File: src/rtl/core/psv_pkg.sv
package psv_pkg;

   // Widths of the transfer fields and of the register file.
   localparam int CHAR_W      = 8;
   localparam int PROVINCE_W  = 7;
   localparam int MASK_W      = 26;
   localparam int MAXLEN_W    = 9;
   localparam int CSR_ADDR_W  = 4;
   localparam int CSR_DATA_W  = 32;

   // Character codes used by the normalizer and the structure checker.
   localparam logic [CHAR_W-1:0] CH_SPACE   = 8'h20;
   localparam logic [CHAR_W-1:0] CH_TAB     = 8'h09;
   localparam logic [CHAR_W-1:0] CH_CR      = 8'h0D;
   localparam logic [CHAR_W-1:0] CH_LF      = 8'h0A;
   localparam logic [CHAR_W-1:0] CH_DASH    = 8'h2D;
   localparam logic [CHAR_W-1:0] CH_ZERO    = 8'h30;
   localparam logic [CHAR_W-1:0] CH_NINE    = 8'h39;
   localparam logic [CHAR_W-1:0] CH_UPPER_A = 8'h41;
   localparam logic [CHAR_W-1:0] CH_UPPER_Z = 8'h5A;
   localparam logic [CHAR_W-1:0] CH_LOWER_A = 8'h61;
   localparam logic [CHAR_W-1:0] CH_LOWER_Z = 8'h7A;
   localparam logic [CHAR_W-1:0] CASE_DIFF  = 8'h20;

   localparam logic [PROVINCE_W-1:0] PROVINCE_MAX = 7'd81;
   localparam logic [3:0] LAST_FIRST_DIGIT = 4'd8;
   localparam logic [3:0] KEPT_SAT         = 4'd9;
   localparam logic [3:0] KEPT_MAX_OK      = 4'd8;
   localparam logic [3:0] KEPT_MIN_PLATE   = 4'd6;
   localparam logic [3:0] DIGITS_SAT       = 4'd15;
   localparam logic [2:0] LETTERS_CAP      = 3'd4;
   localparam logic [2:0] LETTERS_MAX      = 3'd3;

   typedef enum logic [1:0] {
      PH_PROVINCE = 2'd0,
      PH_LETTERS  = 2'd1,
      PH_DIGITS   = 2'd2
   } phase_type;

   typedef enum logic [1:0] {
      CSR_LETTER_MASK = 2'd0,
      CSR_STRIP_SPACE = 2'd1,
      CSR_STRIP_DASH  = 2'd2,
      CSR_MAX_LENGTH  = 2'd3
   } csr_index_type;

   typedef struct packed {
      logic [3:0]            kept_count;
      logic [3:0]            first_digit;
      logic [PROVINCE_W-1:0] code_value;
      phase_type             phase;
      logic [2:0]            letters_seen;
      logic [3:0]            digits_seen;
      logic                  poisoned;
      logic                  shape_error;
   } scan_state_type;

   localparam scan_state_type SCAN_CLEAR = '{
      kept_count:   '0,
      first_digit:  '0,
      code_value:   '0,
      phase:        PH_PROVINCE,
      letters_seen: '0,
      digits_seen:  '0,
      poisoned:     1'b0,
      shape_error:  1'b0
   };

   typedef struct packed {
      logic [MASK_W-1:0] letter_mask;
      logic              strip_space;
      logic              strip_dash;
   } scan_cfg_type;

   typedef struct packed {
      logic                  plate_ok;
      logic                  prefix_ok;
      logic [PROVINCE_W-1:0] province;
   } scan_result_type;

endpackage

File: src/rtl/core/psv_req_if.sv
interface psv_req_if import psv_pkg::*; ();
   logic              valid;
   logic              ready;
   logic [CHAR_W-1:0] char_code;
   logic              end_of_text;

   modport source (output valid, output char_code, output end_of_text, input ready);
   modport sink   (input valid, input char_code, input end_of_text, output ready);
endinterface

File: src/rtl/core/psv_rsp_if.sv
interface psv_rsp_if import psv_pkg::*; ();
   logic                  valid;
   logic                  ready;
   logic                  plate_ok;
   logic                  prefix_ok;
   logic [PROVINCE_W-1:0] province;
   logic                  end_marker;

   modport source (output valid, output plate_ok, output prefix_ok, output province,
                   output end_marker, input ready);
   modport sink   (input valid, input plate_ok, input prefix_ok, input province,
                   input end_marker, output ready);
endinterface

File: src/rtl/core/psv_step.sv
// Normalizes one character and advances the plate structure checker by one step.
module psv_step import psv_pkg::*; (
   input  logic [CHAR_W-1:0] char_code,
   input  logic              too_long,
   input  scan_cfg_type      cfg,
   input  scan_state_type    state_cur,
   output scan_state_type    state_nxt,
   output scan_result_type   result
);

   logic              high_byte;
   logic              is_space;
   logic              dropped;
   logic              take;
   logic [CHAR_W-1:0] upper;
   logic              is_digit;
   logic              is_letter;
   logic [3:0]        digit_val;
   logic [4:0]        letter_idx;
   logic [PROVINCE_W-1:0] code;
   logic [3:0]        digit_limit;
   logic              dead;

   always_comb begin
      high_byte = char_code[CHAR_W-1];
      is_space  = (char_code == CH_SPACE) || (char_code == CH_TAB) ||
                  (char_code == CH_CR) || (char_code == CH_LF);
      dropped   = (cfg.strip_space && is_space) || (cfg.strip_dash && char_code == CH_DASH);
      take      = !high_byte && !dropped && !state_cur.poisoned;

      if (char_code >= CH_LOWER_A && char_code <= CH_LOWER_Z) begin
         upper = char_code - CASE_DIFF;
      end else begin
         upper = char_code;
      end
      is_digit   = (upper >= CH_ZERO) && (upper <= CH_NINE);
      digit_val  = upper[3:0];
      letter_idx = 5'(upper - CH_UPPER_A);
      is_letter  = (upper >= CH_UPPER_A) && (upper <= CH_UPPER_Z) &&
                   cfg.letter_mask[letter_idx];
      code       = 7'(state_cur.first_digit) * 7'd10 + 7'(digit_val);

      state_nxt = state_cur;
      if (high_byte) begin
         state_nxt.poisoned = 1'b1;
      end
      if (take) begin
         if (state_cur.kept_count == 4'd0) begin
            if (is_digit) begin
               state_nxt.first_digit = digit_val;
            end else begin
               state_nxt.shape_error = 1'b1;
            end
         end else if (state_cur.kept_count == 4'd1) begin
            if (!state_cur.shape_error && is_digit) begin
               if (code == '0 || code > PROVINCE_MAX) begin
                  state_nxt.shape_error = 1'b1;
               end else begin
                  state_nxt.code_value = code;
               end
            end else begin
               state_nxt.shape_error = 1'b1;
            end
            state_nxt.phase = PH_LETTERS;
         end else if (state_cur.phase == PH_LETTERS) begin
            if (is_letter) begin
               if (state_cur.letters_seen < LETTERS_CAP) begin
                  state_nxt.letters_seen = state_cur.letters_seen + 3'd1;
               end
               if (state_nxt.letters_seen > LETTERS_MAX) begin
                  state_nxt.shape_error = 1'b1;
               end
            end else if (is_digit && state_cur.letters_seen != '0) begin
               state_nxt.phase       = PH_DIGITS;
               state_nxt.digits_seen = 4'd1;
            end else begin
               state_nxt.shape_error = 1'b1;
            end
         end else begin
            if (is_digit) begin
               if (state_cur.digits_seen < DIGITS_SAT) begin
                  state_nxt.digits_seen = state_cur.digits_seen + 4'd1;
               end
            end else begin
               state_nxt.shape_error = 1'b1;
            end
         end
         if (state_cur.kept_count < KEPT_SAT) begin
            state_nxt.kept_count = state_cur.kept_count + 4'd1;
         end
      end

      case (state_nxt.letters_seen)
         3'd1:    digit_limit = 4'd5;
         3'd2:    digit_limit = 4'd4;
         3'd3:    digit_limit = 4'd3;
         default: digit_limit = 4'd0;
      endcase

      dead   = state_nxt.poisoned || too_long || state_nxt.kept_count == '0;
      result = '0;
      if (!dead) begin
         if (state_nxt.kept_count >= 4'd2) begin
            result.province = state_nxt.code_value;
         end
         if (!state_nxt.shape_error && state_nxt.kept_count <= KEPT_MAX_OK) begin
            if (state_nxt.kept_count == 4'd1) begin
               result.prefix_ok = (state_nxt.first_digit <= LAST_FIRST_DIGIT);
            end else if (state_nxt.phase == PH_LETTERS) begin
               result.prefix_ok = 1'b1;
            end else begin
               result.prefix_ok = (state_nxt.digits_seen <= digit_limit);
            end
            result.plate_ok = (state_nxt.kept_count >= KEPT_MIN_PLATE) &&
                              (state_nxt.phase == PH_DIGITS) && (digit_limit != '0) &&
                              ((state_nxt.digits_seen == digit_limit) ||
                               (state_nxt.digits_seen + 4'd1 == digit_limit));
         end
      end
   end

endmodule

File: src/rtl/core/plate_string_validator.sv
// Plate string validator. Characters of a plate string arrive one per transfer on
// req_stream, the last one flagged by end_of_text, and every character yields exactly
// one result transfer on rsp_stream: whether the text so far is a complete valid
// plate, whether it can still begin one, and the province code once two digits have
// been seen. Spaces, tabs, line breaks and hyphens are dropped when the matching
// register bit is set, lower case is folded to upper case, and a byte of 128 or
// above, or a string longer than max_length raw bytes, kills the rest of the
// string. The string state clears after the flagged last character. Throughput is
// one character per clock cycle while rsp_stream is ready, set by the single input
// register and the single result register between which the whole update of the
// scan counters happens. A character is held in the input register and then in
// the result register, from which its result is transferred out. The input side
// keeps taking characters while a finished result waits, until both registers
// are full. Registers are written through the APB-style port at byte addresses
// 0 (letter mask), 4 (strip space), 8 (strip dash) and 12 (max length); the
// user must write them only while no string is in flight, as the block itself
// does not enforce it.
module plate_string_validator import psv_pkg::*; #(
   parameter int MAX_RAW_LENGTH = 256
) (
   input  logic                  clock,
   input  logic                  reset,
   psv_req_if.sink               req_stream,
   psv_rsp_if.source             rsp_stream,
   input  logic                  psel,
   input  logic                  penable,
   input  logic                  pwrite,
   input  logic [CSR_ADDR_W-1:0] paddr,
   input  logic [CSR_DATA_W-1:0] pwdata,
   output logic [CSR_DATA_W-1:0] prdata,
   output logic                  pready
);

   // The raw byte counter saturates one past MAX_RAW_LENGTH.
   localparam int RAW_W = $clog2(MAX_RAW_LENGTH + 2);
   localparam int CMP_W = (RAW_W > MAXLEN_W) ? RAW_W : MAXLEN_W;
   localparam logic [RAW_W-1:0] RAW_SAT = RAW_W'(MAX_RAW_LENGTH + 1);

   // Configuration registers.
   logic [MASK_W-1:0]   letter_mask_ff;
   logic                strip_space_ff;
   logic                strip_dash_ff;
   logic [MAXLEN_W-1:0] max_length_ff;
   logic                csr_write;
   csr_index_type       csr_index;

   // Input register.
   logic              in_valid_ff;
   logic [CHAR_W-1:0] in_char_ff;
   logic              in_last_ff;

   // Per-string scan state.
   scan_state_type   scan_ff;
   scan_state_type   scan_in;
   logic [RAW_W-1:0] raw_count_ff;
   logic [RAW_W-1:0] raw_count_in;
   logic             too_long;

   // Result register.
   logic            rsp_valid_ff;
   scan_result_type rsp_ff;
   scan_result_type rsp_in;
   logic            rsp_last_ff;

   logic         advance;
   scan_cfg_type cfg;

   assign pready    = 1'b1;
   assign csr_write = psel && penable && pwrite;
   assign csr_index = csr_index_type'(paddr[3:2]);

   always_ff @(posedge clock) begin
      if (reset) begin
         letter_mask_ff <= '1;
         strip_space_ff <= 1'b1;
         strip_dash_ff  <= 1'b1;
         max_length_ff  <= MAXLEN_W'(MAX_RAW_LENGTH);
      end else if (csr_write) begin
         unique case (csr_index)
            CSR_LETTER_MASK: letter_mask_ff <= pwdata[MASK_W-1:0];
            CSR_STRIP_SPACE: strip_space_ff <= pwdata[0];
            CSR_STRIP_DASH:  strip_dash_ff  <= pwdata[0];
            CSR_MAX_LENGTH:  max_length_ff  <= pwdata[MAXLEN_W-1:0];
         endcase
      end
   end

   always_comb begin
      unique case (csr_index)
         CSR_LETTER_MASK: prdata = CSR_DATA_W'(letter_mask_ff);
         CSR_STRIP_SPACE: prdata = CSR_DATA_W'(strip_space_ff);
         CSR_STRIP_DASH:  prdata = CSR_DATA_W'(strip_dash_ff);
         CSR_MAX_LENGTH:  prdata = CSR_DATA_W'(max_length_ff);
      endcase
   end

   // A character moves from the input register to the result register whenever the
   // result register is empty or its content is being transferred out.
   assign advance          = in_valid_ff && (!rsp_valid_ff || rsp_stream.ready);
   assign req_stream.ready = !in_valid_ff || advance;

   always_ff @(posedge clock) begin
      if (reset) begin
         in_valid_ff <= 1'b0;
      end else if (req_stream.ready) begin
         in_valid_ff <= req_stream.valid;
      end
   end

   always_ff @(posedge clock) begin
      if (req_stream.valid && req_stream.ready) begin
         in_char_ff <= req_stream.char_code;
         in_last_ff <= req_stream.end_of_text;
      end
   end

   // The length check uses the count that includes the current character.
   always_comb begin
      if (raw_count_ff < RAW_SAT) begin
         raw_count_in = raw_count_ff + RAW_W'(1);
      end else begin
         raw_count_in = raw_count_ff;
      end
      too_long = CMP_W'(raw_count_in) > CMP_W'(max_length_ff);
   end

   assign cfg = '{letter_mask: letter_mask_ff, strip_space: strip_space_ff,
                  strip_dash: strip_dash_ff};

   psv_step u_step (
      .char_code (in_char_ff),
      .too_long  (too_long),
      .cfg       (cfg),
      .state_cur (scan_ff),
      .state_nxt (scan_in),
      .result    (rsp_in)
   );

   // The scan state advances once per character and clears after the last one.
   always_ff @(posedge clock) begin
      if (reset) begin
         scan_ff      <= SCAN_CLEAR;
         raw_count_ff <= '0;
      end else if (advance) begin
         if (in_last_ff) begin
            scan_ff      <= SCAN_CLEAR;
            raw_count_ff <= '0;
         end else begin
            scan_ff      <= scan_in;
            raw_count_ff <= raw_count_in;
         end
      end
   end

   always_ff @(posedge clock) begin
      if (reset) begin
         rsp_valid_ff <= 1'b0;
      end else if (advance) begin
         rsp_valid_ff <= 1'b1;
      end else if (rsp_stream.ready) begin
         rsp_valid_ff <= 1'b0;
      end
   end

   always_ff @(posedge clock) begin
      if (advance) begin
         rsp_ff      <= rsp_in;
         rsp_last_ff <= in_last_ff;
      end
   end

   assign rsp_stream.valid      = rsp_valid_ff;
   assign rsp_stream.plate_ok   = rsp_ff.plate_ok;
   assign rsp_stream.prefix_ok  = rsp_ff.prefix_ok;
   assign rsp_stream.province   = rsp_ff.province;
   assign rsp_stream.end_marker = rsp_last_ff;

endmodule
File: src/flat_wrapper.sv
// flat-port wrapper written by rule: the top's interface ports become plain ports
module plate_string_validator_flat import psv_pkg::*;
#(
   parameter int MAX_RAW_LENGTH = 256
)
  (clock, reset, psel, penable, pwrite, paddr, pwdata, prdata, pready, req_stream_valid, req_stream_char_code, req_stream_end_of_text, req_stream_ready, rsp_stream_valid, rsp_stream_plate_ok, rsp_stream_prefix_ok, rsp_stream_province, rsp_stream_end_marker, rsp_stream_ready);
  psv_req_if req_stream_i ();
  psv_rsp_if rsp_stream_i ();
  input  logic clock;
  input  logic reset;
  input  logic psel;
  input  logic penable;
  input  logic pwrite;
  input  logic [CSR_ADDR_W-1:0] paddr;
  input  logic [CSR_DATA_W-1:0] pwdata;
  output logic [CSR_DATA_W-1:0] prdata;
  output logic pready;
  input wire logic [$bits(req_stream_i.valid)-1:0] req_stream_valid;
  input wire logic [$bits(req_stream_i.char_code)-1:0] req_stream_char_code;
  input wire logic [$bits(req_stream_i.end_of_text)-1:0] req_stream_end_of_text;
  output wire logic [$bits(req_stream_i.ready)-1:0] req_stream_ready;
  output wire logic [$bits(rsp_stream_i.valid)-1:0] rsp_stream_valid;
  output wire logic [$bits(rsp_stream_i.plate_ok)-1:0] rsp_stream_plate_ok;
  output wire logic [$bits(rsp_stream_i.prefix_ok)-1:0] rsp_stream_prefix_ok;
  output wire logic [$bits(rsp_stream_i.province)-1:0] rsp_stream_province;
  output wire logic [$bits(rsp_stream_i.end_marker)-1:0] rsp_stream_end_marker;
  input wire logic [$bits(rsp_stream_i.ready)-1:0] rsp_stream_ready;
  assign req_stream_i.valid = req_stream_valid;
  assign req_stream_i.char_code = req_stream_char_code;
  assign req_stream_i.end_of_text = req_stream_end_of_text;
  assign req_stream_ready = req_stream_i.ready;
  assign rsp_stream_valid = rsp_stream_i.valid;
  assign rsp_stream_plate_ok = rsp_stream_i.plate_ok;
  assign rsp_stream_prefix_ok = rsp_stream_i.prefix_ok;
  assign rsp_stream_province = rsp_stream_i.province;
  assign rsp_stream_end_marker = rsp_stream_i.end_marker;
  assign rsp_stream_i.ready = rsp_stream_ready;
  plate_string_validator #(.MAX_RAW_LENGTH(MAX_RAW_LENGTH)) u_core (.clock(clock), .reset(reset), .req_stream(req_stream_i), .rsp_stream(rsp_stream_i), .psel(psel), .penable(penable), .pwrite(pwrite), .paddr(paddr), .pwdata(pwdata), .prdata(prdata), .pready(pready));
endmodule
File: config.mk
export PLATFORM = sky130hd
export DESIGN_NAME = plate_string_validator_flat
export DESIGN_NICKNAME = d
export VERILOG_FILES = /design/src/rtl/core/psv_pkg.sv /design/src/rtl/core/psv_req_if.sv /design/src/rtl/core/psv_rsp_if.sv /design/src/rtl/core/psv_step.sv /design/src/rtl/core/plate_string_validator.sv /design/src/flat_wrapper.sv
export SDC_FILE = /design/constraint.sdc
export NUM_CORES = 1
export LEC_CHECK = 0
export ABC_AREA = 1
export BUFFER_PORTS_ARGS = -buffer_cell sky130_fd_sc_hd__buf_2
export CAP_MARGIN = 20
export CELL_PAD_IN_SITES_DETAIL_PLACEMENT = 0
export CELL_PAD_IN_SITES_GLOBAL_PLACEMENT = 1
export CORE_MARGIN = 3
export CORE_UTILIZATION = 41
export CTS_CLUSTER_SIZE = 28
export DETAILED_ROUTE_END_ITERATION = 10
export PLACE_DENSITY = 0.89
export RECOVER_POWER = 50
export SYNTH_ARGS = -nofsm -noshare
export SYNTH_HDL_FRONTEND = slang
export SYNTH_SLANG_ARGS = --single-unit
File: constraint.sdc
create_clock -name clock -period 4.4 [get_ports clock]
set_clock_uncertainty 0.1 [all_clocks]
set_input_delay 0.44 -clock clock [delete_from_list [all_inputs] [get_ports clock]]
set_output_delay 0.44 -clock clock [all_outputs]
set_load 0.1 [all_outputs]
==> After elaboration in Yosys (flattened, before gate mapping) <==
Index checks and enable logic that the tools add are counted.
{ "classes": {"n_addsub": 8, "mul": 1, "n_lt_le_gt_ge": 19, "n_eq_ne": 18, "muxes": 48, "bitwise_logic": 2, "reduce_logical": 48} }
{ "op_table": {"columns": ["cell", "n"], "rows": [
  ["$pmux 32 s4", 1],
  ["$mux 4", 8],
  ["$mux 7", 4],
  ["$mux 26", 1],
  ["$eq 8x4->1 const B", 3],
  ["$mux 24", 1],
  ["$mux 3", 7],
  ["$logic_and 1x1->1", 18],
  ["$mux 9", 2],
  ["$eq 8x6->1 const B", 2],
  ["$ge 8x7->1 const B", 2],
  ["$le 8x7->1 const B", 2],
  ["$mux 1", 16],
  ["$mux 16", 1],
  ["$add 4x1->4 const B", 3],
  ["$logic_or 1x1->1", 10],
  ["$add 9x1->9 const B", 1],
  ["$gt 9x9->1", 1],
  ["$lt 9x9->1 const B", 1],
  ["$pmux 3 s3", 1],
  ["$eq 4x1->1 const B", 2],
  ["$eq 4x4->1", 2],
  ["$ge 8x6->1 const B", 1],
  ["$le 4x4->1 const B", 2],
  ["32 further kinds", 52]
]} }
{ "word_totals": {"ff_bits": 93, "in_bits": 52, "output_inout_bits": 45, "elab_cells": 165} }

==> Logic depth before layout (Yosys ltp) <==
Gate-level depths: netlist of run 1.
{ "logic_depth": {"depth_word": 23, "depth_mapped": 26, "depth_no_buf": 24} }

==> Modules after synthesis <==
From an unflattened synthesis of run 1, not the netlist that was laid out.
{ "hier_totals": {"cells_unflattened": 913, "area_unflattened_um2": 6286.0} }
{ "modules_own_cells": {"columns": ["module", "n_inst", "cells_per_inst", "area_each_um2", "seq_area_each_um2"], "rows": [
  ["plate_string_validator", 1, 505, 4106.4, 2052.0],
  ["psv_step", 1, 408, 2179.6, 0.0]
]} }

==> Worst setup path after synthesis of run 1 <==
No wires, ideal clock.
{ "synth_path": {"path_type": "input to output", "from": "input port paddr[2]", "to": "output port prdata[1]", "arrival_ns": 2.963, "required_time_ns": 3.860, "setup_slack_ns": 0.897, "stages": 3, "path_buffers": 1, "cell_sequence": "clkbuf_1 nand2_1 o21ai_0"} }
{ "synth_via": {"elab_chain_cells": 2, "elab_cells_between_ends": 5, "classes_between": "eq/ne (3); mux (1); reduce/logical (1)"} }
{ "synth_rtl": {"columns": ["item", "line_no", "source"], "rows": [
  ["start: declaration", "flat_wrapper.sv:14", "input logic [CSR_ADDR_W-1:0] paddr;"],
  ["$eq 2x2->1, or another cell as far along", "plate_string_validator.sv:89", "unique case (csr_index)"],
  ["$pmux 32 s4 (*)", "plate_string_validator.sv:89", null],
  ["end: declaration", "flat_wrapper.sv:16", "output logic [CSR_DATA_W-1:0] prdata;"]
]} }
Mark *: on every way between the ends. The rest lies on a longest branch, timed or not. The select of a mux whose other input is x is not followed.

==> Worst setup path after layout of run 1 <==
{ "layout_path": {"from": "register u_core.in_char_ff[1]", "to": "register u_core.rsp_ff (netlist bit u_core.rsp_stream.prefix_ok), data pin"} }
{ "layout_via": {"elab_chain_cells": 17, "elab_cells_between_ends": 75, "classes_between": "add/sub (3); order compare (10); eq/ne (10); mux (29); bitwise (1); reduce/logical (22)"} }
{ "layout_rtl": {"columns": ["item", "line_no", "source"], "rows": [
  ["start: declaration", "plate_string_validator.sv:49", "logic [CHAR_W-1:0] in_char_ff;"],
  ["start signal: assignment", "plate_string_validator.sv:112", "in_char_ff <= req_stream.char_code;"],
  ["$ge 8x7->1 / $le 8x7->1 (equally long branches)", "psv_step.sv:31", "if (char_code >= CH_LOWER_A && char_code <= CH_LOWER_Z) begin"],
  ["$logic_and 1x1->1", "psv_step.sv:31", null],
  ["$mux 8", "psv_step.sv:31", null],
  ["$sub 5x1->5", "psv_step.sv:38", "letter_idx = 5'(upper - CH_UPPER_A);"],
  ["$bmux 1 s5", "psv_step.sv:40", "cfg.letter_mask[letter_idx];"],
  ["$mux 1 (not written as such)", "psv_step.sv:40", null],
  ["$logic_and 1x1->1", "psv_step.sv:39", "is_letter = (upper >= CH_UPPER_A) && (upper <= CH_UPPER_Z) &&"],
  ["$mux 3", "psv_step.sv:66", "if (is_letter) begin"],
  ["$mux 5", "psv_step.sv:65", "end else if (state_cur.phase == PH_LETTERS) begin"],
  ["$mux 7", "psv_step.sv:54", "end else if (state_cur.kept_count == 4'd1) begin"],
  ["$mux 16", "psv_step.sv:48", "if (state_cur.kept_count == 4'd0) begin"],
  ["$mux 24", "psv_step.sv:47", "if (take) begin"],
  ["$eq 3x2->1 / $eq 3x1->1 (equally long branches)", "psv_step.sv:93", "case (state_nxt.letters_seen)"],
  ["$pmux 3 s3", "psv_step.sv:93", null],
  ["$le 4x4->1", "psv_step.sv:112", "result.prefix_ok = (state_nxt.digits_seen <= digit_limit);"],
  ["$mux 1", "psv_step.sv:109", "end else if (state_nxt.phase == PH_LETTERS) begin"],
  ["$mux 1", "psv_step.sv:107", "if (state_nxt.kept_count == 4'd1) begin"],
  ["end signal: assignment", "plate_string_validator.sv:167", "rsp_ff <= rsp_in;"],
  ["end: declaration", "plate_string_validator.sv:61", "scan_result_type rsp_ff;"]
]} }
Parallel ways exist; a longest one is shown, timed or not. The select of a mux whose other input is x is not followed.
A chain may end at the register's enable or synchronous reset.

==> impl_metrics.json, run 1 <==
{
  "start_kind": "flip-flop",
  "fin_crit_sh_pct": 83.6,
  "insertion_delay_ns": 0.36,
  "postCtsSetupRepairBufs": 0,
  "final_layout_size_suffix_gt1_share_pct": 13.1,
  "cpMostUsedCell": "nand2_1",
  "htreeDepth": 3,
  "dpl_worst_slack_ns": 0.728,
  "worstPathCellList": "inv_1 > ha_1 > inv_1 > a21oi_1 > o211ai_1 > nand2_1 > nand2_1 > nand2_1 > nand2_2 > nor2_8 > nand3_2 > nand2_1 > nand2_1 > nand2_1 > nand3_1 > ha_1 > nand2_1 > nor2_1 > a2111oi_0 > nor2_1 > nor2_1",
  "arrival_ns": 3.78,
  "async_flop_share_pct": 0,
  "vias": 5323,
  "drt-initial-drc-count": 312,
  "setup_viol": 0,
  "grt_setup_unrepaired": "false",
  "critPathCaptureType": "flip-flop",
  "ys_types": 48,
  "critPathTopFamily": "simple AND/OR/NAND/NOR gates",
  "ctsHoldBuffers": 0,
  "cp_num_buf_inv": 2,
  "slew_viol_final": 71,
  "grt_pass1_wl_um": 23100,
  "final_common_cell": "nand2_1",
  "nNetsFinal": 977,
  "final_antenna_net_count": 0,
  "track_usage_pct": 17.8,
  "worstPathRequired_ns": 4.50,
  "routedWlPerCell_um": 12.8,
  "area_growth_pct": 14.4,
  "status": "complete, but fails checks",
  "slowest_delay_ns": 0.49,
  "yosys_most_used_dff": "dfxtp_1",
  "dp.cells": 1057,
  "grt_pass1_vias": 4891,
  "violations": "capacitance limit, slew limit",
  "die_w_um": 125,
  "relSlewSlack_pct": -21.3,
  "core_area_um2": 13500,
  "cap_violations": 2,
  "initial_core_util_pct": 42.7,
  "post-dp-hpwl_um": 10300,
  "ys_ff_latch": 93,
  "dr.pass1.iters": 4,
  "min_period_ns": 3.68,
  "worstMarginPinSlew_ns": 1.82,
  "p_per_area_nw_per_um2": 331,
  "p_leak_nw": 3.13,
  "dieArea_um2": 15500,
  "vias_per_cell": 4.96,
  "ys_seq_area_share_pct": 35.6,
  "timing.fmax_mhz": 272,
  "crit_type": "flip-flop to flip-flop",
  "regArea_um2": 2050,
  "drc": 0,
  "syn-cell-area_um2": 5770,
  "clkSinkCount": 93,
  "setup_slack_ns": 0.723,
  "grt_max_degree": 39,
  "grt_overflow": 0,
  "peakVddDrop_v": 0.000165,
  "routed_wl_um": 13800,
  "pin_count": 97,
  "critical_path_peak_fanout": 7,
  "cts_made_buffers": 9,
  "synth_edf_count": 19,
  "portBuffers": 81,
  "crit_path_top_delay_cell": "edfxtp_1",
  "clk_pin_slew_ns": 0.07,
  "hp-class": "primary input to flip-flop",
  "rows": 42,
  "post_cts_resized": 0,
  "yosysWarnings": 0,
  "fillers": 1377,
  "stdcell_count": 1074,
  "fin_util_pct": 48.9,
  "root_buffer": "clkbuf_16",
  "die_h_um": 125,
  "hold_violations": 0,
  "num_antenna_cells": 0,
  "multi_input_area_um2": 3170,
  "syn_area_per_cell_um2": 7.02,
  "syn_inst": 822,
  "antenna_found_initial": 0,
  "mostFrequentLayoutCells": "236 x nand2_1, 97 x inv_1, 74 x dfxtp_1, 67 x nand3_1, 58 x buf_2",
  "cts_max_path_buffers": 2,
  "cts_tree": "done",
  "gp_routability_congestion": 0.824,
  "fin_tns_setup_ns": 0
}
-- area by class of cell --
class / instances / share of cell area (%)
multi-input combinational: 594 / 48.0
sequential: 93 / 31.1
timing repair buffer: 87 / 6.22
inverter: 108 / 6.18
clock buffer: 10 / 3.47
tap: 176 / 3.34
clock inverter: 6 / 1.76
-- per-layer routing --
layer	vias up	part of all wire (%)	global-route usage [%]
li1	2826	-	-
met1	2380	50	25.0
met2	98	44	27.7
met3	19	3.7	2.70
met4	0	2.0	6.71
met5	-	0	0
-- cell families (layout without fill, tap and decap cells) --
| group | count (synthesis) | in the layout | synth area share (%) |
|---|---|---|---|
| AND/OR/NAND/NOR | 411 | 411 | 31.5 |
| AO/OA/AOI/OAI | 128 | 128 | 13.0 |
| other | 2 | 7 | 0.130 |
| buffers and inverters | 140 | 211 | 9.93 |
| adder cells (fa/ha/maj) | 32 | 32 | 7.20 |
| multiplexers | 1 | 1 | 0.195 |
| flip-flops | 93 | 93 | 35.6 |
| XOR/XNOR | 15 | 15 | 2.41 |
-- cells in the mapped netlist (10+ instances only) --
| master | instances | share of area (%) |
|---|---|---|
| a21oi_1 | 52 | 4.5 |
| buf_4 | 10 | 1.3 |
| clkbuf_1 | 20 | 1.3 |
| dfxtp_1 | 74 | 26 |
| edfxtp_1 | 19 | 9.9 |
| ha_1 | 30 | 6.5 |
| inv_1 | 97 | 6.3 |
| nand2_1 | 236 | 15 |
| nand2_2 | 10 | 1.1 |
| nand3_1 | 67 | 5.8 |
| nand4_1 | 14 | 1.5 |
| nor2_1 | 55 | 3.6 |
| o211ai_1 | 20 | 2.6 |
| o21ai_0 | 29 | 2.5 |
| xor2_1 | 12 | 1.8 |
-- per-stage QoR --
step	hold slack (ns)	total power [mW]	cell area, um2
floorplan	0.327	1.23	5790
global placement	0.345	1.30	6290
detailed placement	0.351	1.30	6290
CTS	0.152	2.21	6630
global route	0.157	2.26	6600
finish	0.169	2.18	6600
-- flip-flops by register name (all words and copies together), names as in the netlist, 7 cells and up --
signal and flops:
u_core.letter_mask_ff 26, u_core.scan_ff 26, u_core.max_length_ff 9, u_core.raw_count_ff 9, u_core.in_char_ff 8, u_core.rsp_stream.province 7
-- worst paths after layout --
kind                                              start                          end  slack (ns)  depth (start not counted)
worst min-delay path            req_stream_char_code[1]         u_core.in_char_ff[1]        0.17                          1
worst min register to register        u_core.scan_ff[1]            u_core.scan_ff[1]        0.36                          2
worst max-delay path               u_core.in_char_ff[1]  u_core.rsp_stream.prefix_ok        0.72                         21
worst max register to register     u_core.in_char_ff[1]  u_core.rsp_stream.prefix_ok        0.72                         21
-- report_power, final --
part / switching [mW] / total [mW] / internal [mW]
clock network: 0.345 / 0.905 / 0.561
registers: 0.0152 / 0.904 / 0.889
logic: 0.303 / 0.374 / 0.0710
Power figures use the tool's default switching activity.
==> run 2, diff against run 1 <==
--- a/config.mk
+++ b/config.mk
@@ -5,16 +5,16 @@
 export SDC_FILE = /design/constraint.sdc
 export NUM_CORES = 1
 export LEC_CHECK = 0
-export ABC_AREA = 1
+export ABC_AREA = 0
 export BUFFER_PORTS_ARGS = -buffer_cell sky130_fd_sc_hd__buf_2
 export CAP_MARGIN = 20
 export CELL_PAD_IN_SITES_DETAIL_PLACEMENT = 0
 export CELL_PAD_IN_SITES_GLOBAL_PLACEMENT = 1
 export CORE_MARGIN = 3
-export CORE_UTILIZATION = 41
+export CORE_UTILIZATION = 39
 export CTS_CLUSTER_SIZE = 28
 export DETAILED_ROUTE_END_ITERATION = 10
-export PLACE_DENSITY = 0.89
+export PLACE_DENSITY = 0.85
 export RECOVER_POWER = 50
 export SYNTH_ARGS = -nofsm -noshare
 export SYNTH_HDL_FRONTEND = slang
==> constraint.sdc (replaced) <==
create_clock -name clock -period 3.1 [get_ports clock]
set_clock_uncertainty 0.1 [all_clocks]
set_input_delay 0.31 -clock clock [delete_from_list [all_inputs] [get_ports clock]]
set_output_delay 0.31 -clock clock [all_outputs]
set_load 0.1 [all_outputs]
==> run 2 against run 1 <==
Largest power group is now registers. The flow finishes with violations (capacitance limit, slew limit, setup timing). Critical path type unchanged. Highest routed layer unchanged. Sequential power rose by 42%. Synthesized area fell by 0.61%. Global-route usage rose by 3.4 points. Clock power rose by 15%. Largest cell class unchanged. Via count rose by 5.9%. Critical endpoint unchanged.
==> impl_metrics.json, run 2 <==
{
  "regToRegSetupSlack_ns": -0.78,
  "htreeDepth": 3,
  "p_leak_nw": 3.45,
  "async_flop_share_pct": 0,
  "area_growth_pct": 38.6,
  "synth_most_common_cell": "dfxtp_1",
  "dpl_worst_slack_ns": -0.818,
  "grt_setup_unrepaired": "true",
  "mostFrequentLayoutCells": "135 x buf_4, 72 x nor2_1, 72 x dfxtp_1, 71 x buf_2, 37 x nor2b_1",
  "insertion_delay_ns": 0.36,
  "worstPathRequired_ns": 3.09,
  "timing.fmax_mhz": 258,
  "peakVddDrop_v": 0.000279,
  "initial_core_util_pct": 40.5,
  "vias": 5638,
  "dp.cells": 993,
  "top_regs": "u_core.letter_mask_ff x26, u_core.scan_ff x26",
  "syn-cell-area_um2": 5730,
  "worst_hold_path.endpoint": "u_core.in_char_ff[7]",
  "min-delay-start": "req_stream_char_code[7]",
  "r2r-start": "u_core.in_char_ff[1]",
  "drt-initial-drc-count": 321,
  "rr_worst_depth": 17,
  "cap_violations": 1,
  "start_kind": "flip-flop",
  "rows": 43,
  "grt_overflow": 0,
  "timing.rr.end": "u_core.rsp_stream.prefix_ok",
  "routed_wl_um": 17200,
  "routedWlPerCell_um": 16.7,
  "fin_util_pct": 56.2,
  "critPathTopFamily": "multiplexers",
  "critical_path_peak_fanout": 4,
  "synth_top_area_cell": "dfxtp_1",
  "core_area_um2": 14100,
  "post-dp-hpwl_um": 12700,
  "antenna_found_initial": 0,
  "slew_viol_final": 42,
  "ys_types": 72,
  "hp-class": "primary input to flip-flop",
  "cts_made_buffers": 9,
  "clkSinkCount": 93,
  "portBuffers": 81,
  "track_usage_pct": 21.2,
  "cp_num_buf_inv": 2,
  "final_antenna_net_count": 0,
  "violations": "capacitance limit, slew limit, setup timing",
  "yosysWarnings": 0,
  "cts_tree": "done",
  "num_antenna_cells": 0,
  "grt_max_degree": 42,
  "syn_area_per_cell_um2": 8.97,
  "vias_per_cell": 5.47,
  "status": "complete, but fails checks",
  "whs_ns": 0.0315,
  "min_period_ns": 3.88,
  "slowest_delay_ns": 0.48,
  "synth_edf_count": 19,
  "gp_routability_congestion": 0.890,
  "setup_viol": 17,
  "synth_area_leaders": "dfxtp_1 26%, edfxtp_1 9.9%, ha_1 6.5%, nor2_1 4.8%, a211o_1 4.4%",
  "final_common_cell": "buf_4",
  "nNetsFinal": 930,
  "hold_violations": 0,
  "p_per_area_nw_per_um2": 368,
  "worstMarginPinSlew_ns": 2.00,
  "stdcell_count": 1031,
  "yosysTopAreaCellShare_pct": 25.8,
  "root_buffer": "clkbuf_16",
  "ys_seq_area_share_pct": 35.8,
  "crit_path_top_delay_cell": "mux4_2",
  "cts_max_path_buffers": 2,
  "worstPathCellList": "inv_2 > ha_4 > buf_12 > mux2i_1 > mux4_2 > nand3b_1 > nand2_2 > nor4b_4 > mux2_4 > xnor2_4 > nand2_2 > ha_4 > o21a_1 > o21ai_2 > a221oi_2 > mux2_4 > nor4_2",
  "yosys_most_used_dff": "dfxtp_1",
  "syn_inst": 639,
  "die_h_um": 127,
  "crit_type": "flip-flop to flip-flop",
  "synth_common_cells": "74 x dfxtp_1, 73 x nor2_1, 37 x nor2b_1",
  "critPathCaptureType": "flip-flop",
  "drc": 0,
  "arrival_ns": 3.87,
  "pin_count": 97,
  "whs_path_depth": 1,
  "final_layout_size_suffix_gt1_share_pct": 35.0,
  "ys_ff_latch": 93,
  "grt_pass1_wl_um": 27700,
  "fin_crit_sh_pct": 125,
  "grt_pass1_vias": 5603,
  "relSlewSlack_pct": -33.1,
  "clk_pin_slew_ns": 0.07,
  "setup_slack_ns": -0.777,
  "dieArea_um2": 16200,
  "dr.pass1.iters": 6,
  "die_w_um": 127
}
==> run 2: cell count changes in the layout (fill, tap and decap cells not counted), sizes merged, moves of 25 or more <==
| cell | change |
|---|---|
| nand2 | -211 |
| buf | +156 |
| inv | -74 |
| nand3 | -65 |
| nor2b | +37 |
| a211o | +29 |
| a21oi | -26 |
| mux2i | +25 |
==> run 2: cell families (layout without fill, tap and decap cells) <==
| kind of cell | after synthesis | after routing | synth area share, % |
|---|---|---|---|
| and+or+nand+nor | 234 | 234 | 21.3 |
| DFF | 93 | 93 | 35.8 |
| buffers and inverters | 68 | 275 | 5.37 |
| AOI/OAI and AO/OA | 156 | 156 | 19.9 |
| other | 2 | 7 | 0.131 |
| xor gates and xnor gates | 20 | 20 | 3.05 |
| muxes | 34 | 34 | 7.18 |
| adders and majority gates | 32 | 32 | 7.24 |
==> run 2: worst max path at each step <==
stage                                    start                     endpoint  cells past startpoint
after floorplan           u_core.in_char_ff[0]  u_core.rsp_stream.prefix_ok                     18
after global placement    u_core.in_char_ff[0]  u_core.rsp_stream.prefix_ok                     15
after detailed placement  u_core.in_char_ff[0]  u_core.rsp_stream.prefix_ok                     17
after CTS                 u_core.in_char_ff[0]  u_core.rsp_stream.prefix_ok                     17
after global routing      u_core.in_char_ff[1]  u_core.rsp_stream.prefix_ok                     18
final                     u_core.in_char_ff[1]  u_core.rsp_stream.prefix_ok                     17
==> run 2: timing repair <==
item,4_1_cts,5_1_grt
hold endpoints to repair,0,0
gates resized for setup,34,17
setup buffers,19,4
hold buffers,0,0
pin swaps,23,16
gates cloned,1,0
endpoints found under the setup margin,17,17
==> run 2: report_power, final <==
| group | switching (mW) | internal, mW | total, mW | leakage [nW] |
|---|---|---|---|---|
| logic | 0.420 | 0.187 | 0.607 | 2.53 |
| clock network | 0.490 | 0.548 | 1.04 | 0.135 |
| registers | 0.0222 | 1.26 | 1.28 | 0.784 |
==> run 2: layout make-up <==
type / count / area, um2
fillers: 1199 / 6200
flip-flops and latches: 93 / 2050
multi-input cells: 483 / 3700
well taps: 180 / 225
clock buffers: 11 / 233
clock inverters: 5 / 32.5
inverters: 31 / 121
repair buffers: 228 / 1580
==> run 2: per-stage QoR <==
stage,setup TNS [ns],total power [mW],area (um2)
6_report,-7.90,2.93,7950
5_1_grt,-9.71,3.04,7950
4_1_cts,-4.96,2.93,7840
3_5_place_dp,-6.67,1.87,7250
3_3_place_gp,-5.56,1.86,7250
2_1_floorplan,-2.33,1.72,5860
==> run 2: layer usage <==
metal | wire length (um) | track usage, % | vias to the layer above
met4 | 498 | 7.89 | 0
li1 | - | - | 2718
met2 | 8240 | 35.5 | 177
met3 | 1010 | 4.10 | 32
met5 | 0 | 0 | -
met1 | 7480 | 27.1 | 2711
==> run 3, diff against run 2 <==
==> constraint.sdc (replaced) <==
create_clock -name clock -period 3.1 [get_ports clock]
set_clock_uncertainty 0.1 [all_clocks]
set_input_delay 0 -clock clock [delete_from_list [all_inputs] [get_ports clock]]
set_output_delay 0 -clock clock [all_outputs]
set_load 0.1 [all_outputs]
==> run 3 against run 2 <==
The flow finishes with violations (setup timing). Cell count grew 3.5%. Die area is the same. First-iteration DRC count shrank 13%. Sequential share of layout area shrank 1.1 points. Sequential power is essentially flat. Core utilization grew 2.4 points. Via count grew 3.1%. Global-route usage grew 0.19 points. Non-clock buffer count grew 36. Count of clock-buffer cells in the layout grew 1. Combinational power grew 4.8%. Critical path type unchanged. Critical endpoint unchanged. Largest cell class unchanged. Highest routed layer unchanged.
==> impl_metrics.json, run 3 (same netlist as run 2, synthesis figures left out) <==
{
  "cp_num_buf_inv": 2,
  "dieArea_um2": 16200,
  "design_area_um2": 8280,
  "cts_made_buffers": 9,
  "setup_viol": 17,
  "timing.fmax_mhz": 254,
  "gp_routability_congestion": 0.877,
  "fin_util_pct": 58.5,
  "dr.pass1.iters": 5,
  "grt_pass1_wl_um": 28300,
  "final_antenna_net_count": 0,
  "drt-initial-drc-count": 280,
  "portBuffers": 81,
  "area_growth_pct": 44.4,
  "worstPathRequired_ns": 3.09,
  "min_period_ns": 3.93,
  "relSlewSlack_pct": 21.0,
  "critical_path_peak_fanout": 7,
  "cap_violations": 0,
  "htreeDepth": 3,
  "insertion_delay_ns": 0.35,
  "num_antenna_cells": 0,
  "vias_per_cell": 5.45,
  "die_h_um": 127,
  "dpl_worst_slack_ns": -0.854,
  "fin_crit_sh_pct": 127,
  "clkSinkCount": 93,
  "core_area_um2": 14100,
  "top_regs": "u_core.letter_mask_ff x26, u_core.scan_ff x26",
  "final_layout_size_suffix_gt1_share_pct": 32.6,
  "root_buffer": "clkbuf_16",
  "arrival_ns": 3.92,
  "p_leak_nw": 3.55,
  "grt_setup_unrepaired": "true",
  "critPathCaptureType": "flip-flop",
  "antenna_found_initial": 0,
  "vias": 5810,
  "critPathTopFamily": "multiplexers",
  "peakVddDrop_v": 0.000275,
  "worstPathCellList": "inv_2 > ha_4 > buf_4 > mux2i_1 > mux4_2 > nand3b_1 > nand2_2 > nor4b_4 > mux2_4 > xnor2_4 > nand2_2 > ha_4 > o21a_1 > o21ai_2 > a221oi_2 > mux2_4 > nor4_1",
  "die_w_um": 127,
  "cts_max_path_buffers": 2,
  "p_per_area_nw_per_um2": 364,
  "initial_core_util_pct": 40.5,
  "final_common_cell": "buf_4",
  "worstMarginPinSlew_ns": 1.19,
  "clk_pin_slew_ns": 0.07,
  "slowest_delay_ns": 0.47,
  "crit_path_top_delay_cell": "mux4_2",
  "fillers": 1202,
  "cts_tree": "done",
  "status": "complete, but fails checks",
  "grt_max_degree": 53,
  "hold_violations": 0,
  "pin_count": 97,
  "violations": "setup timing",
  "post-dp-hpwl_um": 12500,
  "setup_slack_ns": -0.834,
  "hp-class": "primary input to flip-flop",
  "rows": 43,
  "grt_pass1_vias": 5846,
  "postPlaceCellArea_um2": 7250,
  "crit_type": "flip-flop to flip-flop",
  "slew_viol_final": 0,
  "drc": 0,
  "nNetsFinal": 966,
  "routed_wl_um": 17600,
  "mostFrequentLayoutCells": "135 x buf_4, 73 x dfxtp_1, 71 x nor2_1, 63 x buf_2, 40 x dlygate4sd3_1",
  "track_usage_pct": 21.4,
  "grt_overflow": 0,
  "start_kind": "flip-flop",
  "routedWlPerCell_um": 16.5
}
## run 3: per-layer routing
layer | wire length (um) | global-route usage [%]
met5 | 0 | 0
met4 | 325 | 6.75
met3 | 948 | 4.60
met2 | 8730 | 37.3
met1 | 7630 | 26.3
## run 3: worst paths after layout
path / startpoint / endpoint / slack, ns / depth (start not counted)
hold reg to reg: u_core.scan_ff[1] / u_core.scan_ff[1] / 0.39 / 2
setup reg to reg: u_core.in_char_ff[1] / u_core.rsp_stream.prefix_ok / -0.83 / 17
hold / removal: reset / u_core.scan_ff[4] / 0.11 / 2
setup / recovery: u_core.in_char_ff[1] / u_core.rsp_stream.prefix_ok / -0.83 / 17
## run 3: area by class of cell
type | instances | area (um2) | area share, %
repair buffers | 264 | 1880 | 22.7
inverters | 31 | 121 | 1.47
flip-flops and latches | 93 | 2050 | 24.8
clock buffers | 12 | 256 | 3.10
multi-input cells | 483 | 3710 | 44.9
clock inverters | 4 | 28.8 | 0.348
well taps | 180 | 225 | 2.72
## run 3: per-stage QoR
stage	setup TNS, ns	instances	hold slack (ns)	power (mW)
floorplan	-2.33	644	-0.00113	1.72
global placement	-5.46	993	0.0783	1.86
detailed placement	-6.80	993	0.0812	1.87
CTS	-6.11	1058	0.100	3.00
global route	-8.74	1067	0.142	3.11
finish	-7.20	1067	0.113	3.01
## run 3: timing repair
| action | 4_1_cts | 5_1_grt |
|---|---|---|
| hold buffers | 40 | 0 |
| gates resized for setup | 19 | 34 |
| hold endpoints to repair | 48 | 0 |
| buffers inserted | 9 | 13 |
| gates cloned | 1 | 0 |
| pin swaps | 12 | 26 |
| setup endpoints to repair | 17 | 17 |
## run 3: power breakdown
group	internal [mW]	total [mW]	leakage, nW	switching, mW
Combinational	0.211	0.636	2.63	0.425
Clock	0.593	1.09	0.140	0.498
Sequential	1.26	1.29	0.783	0.0252
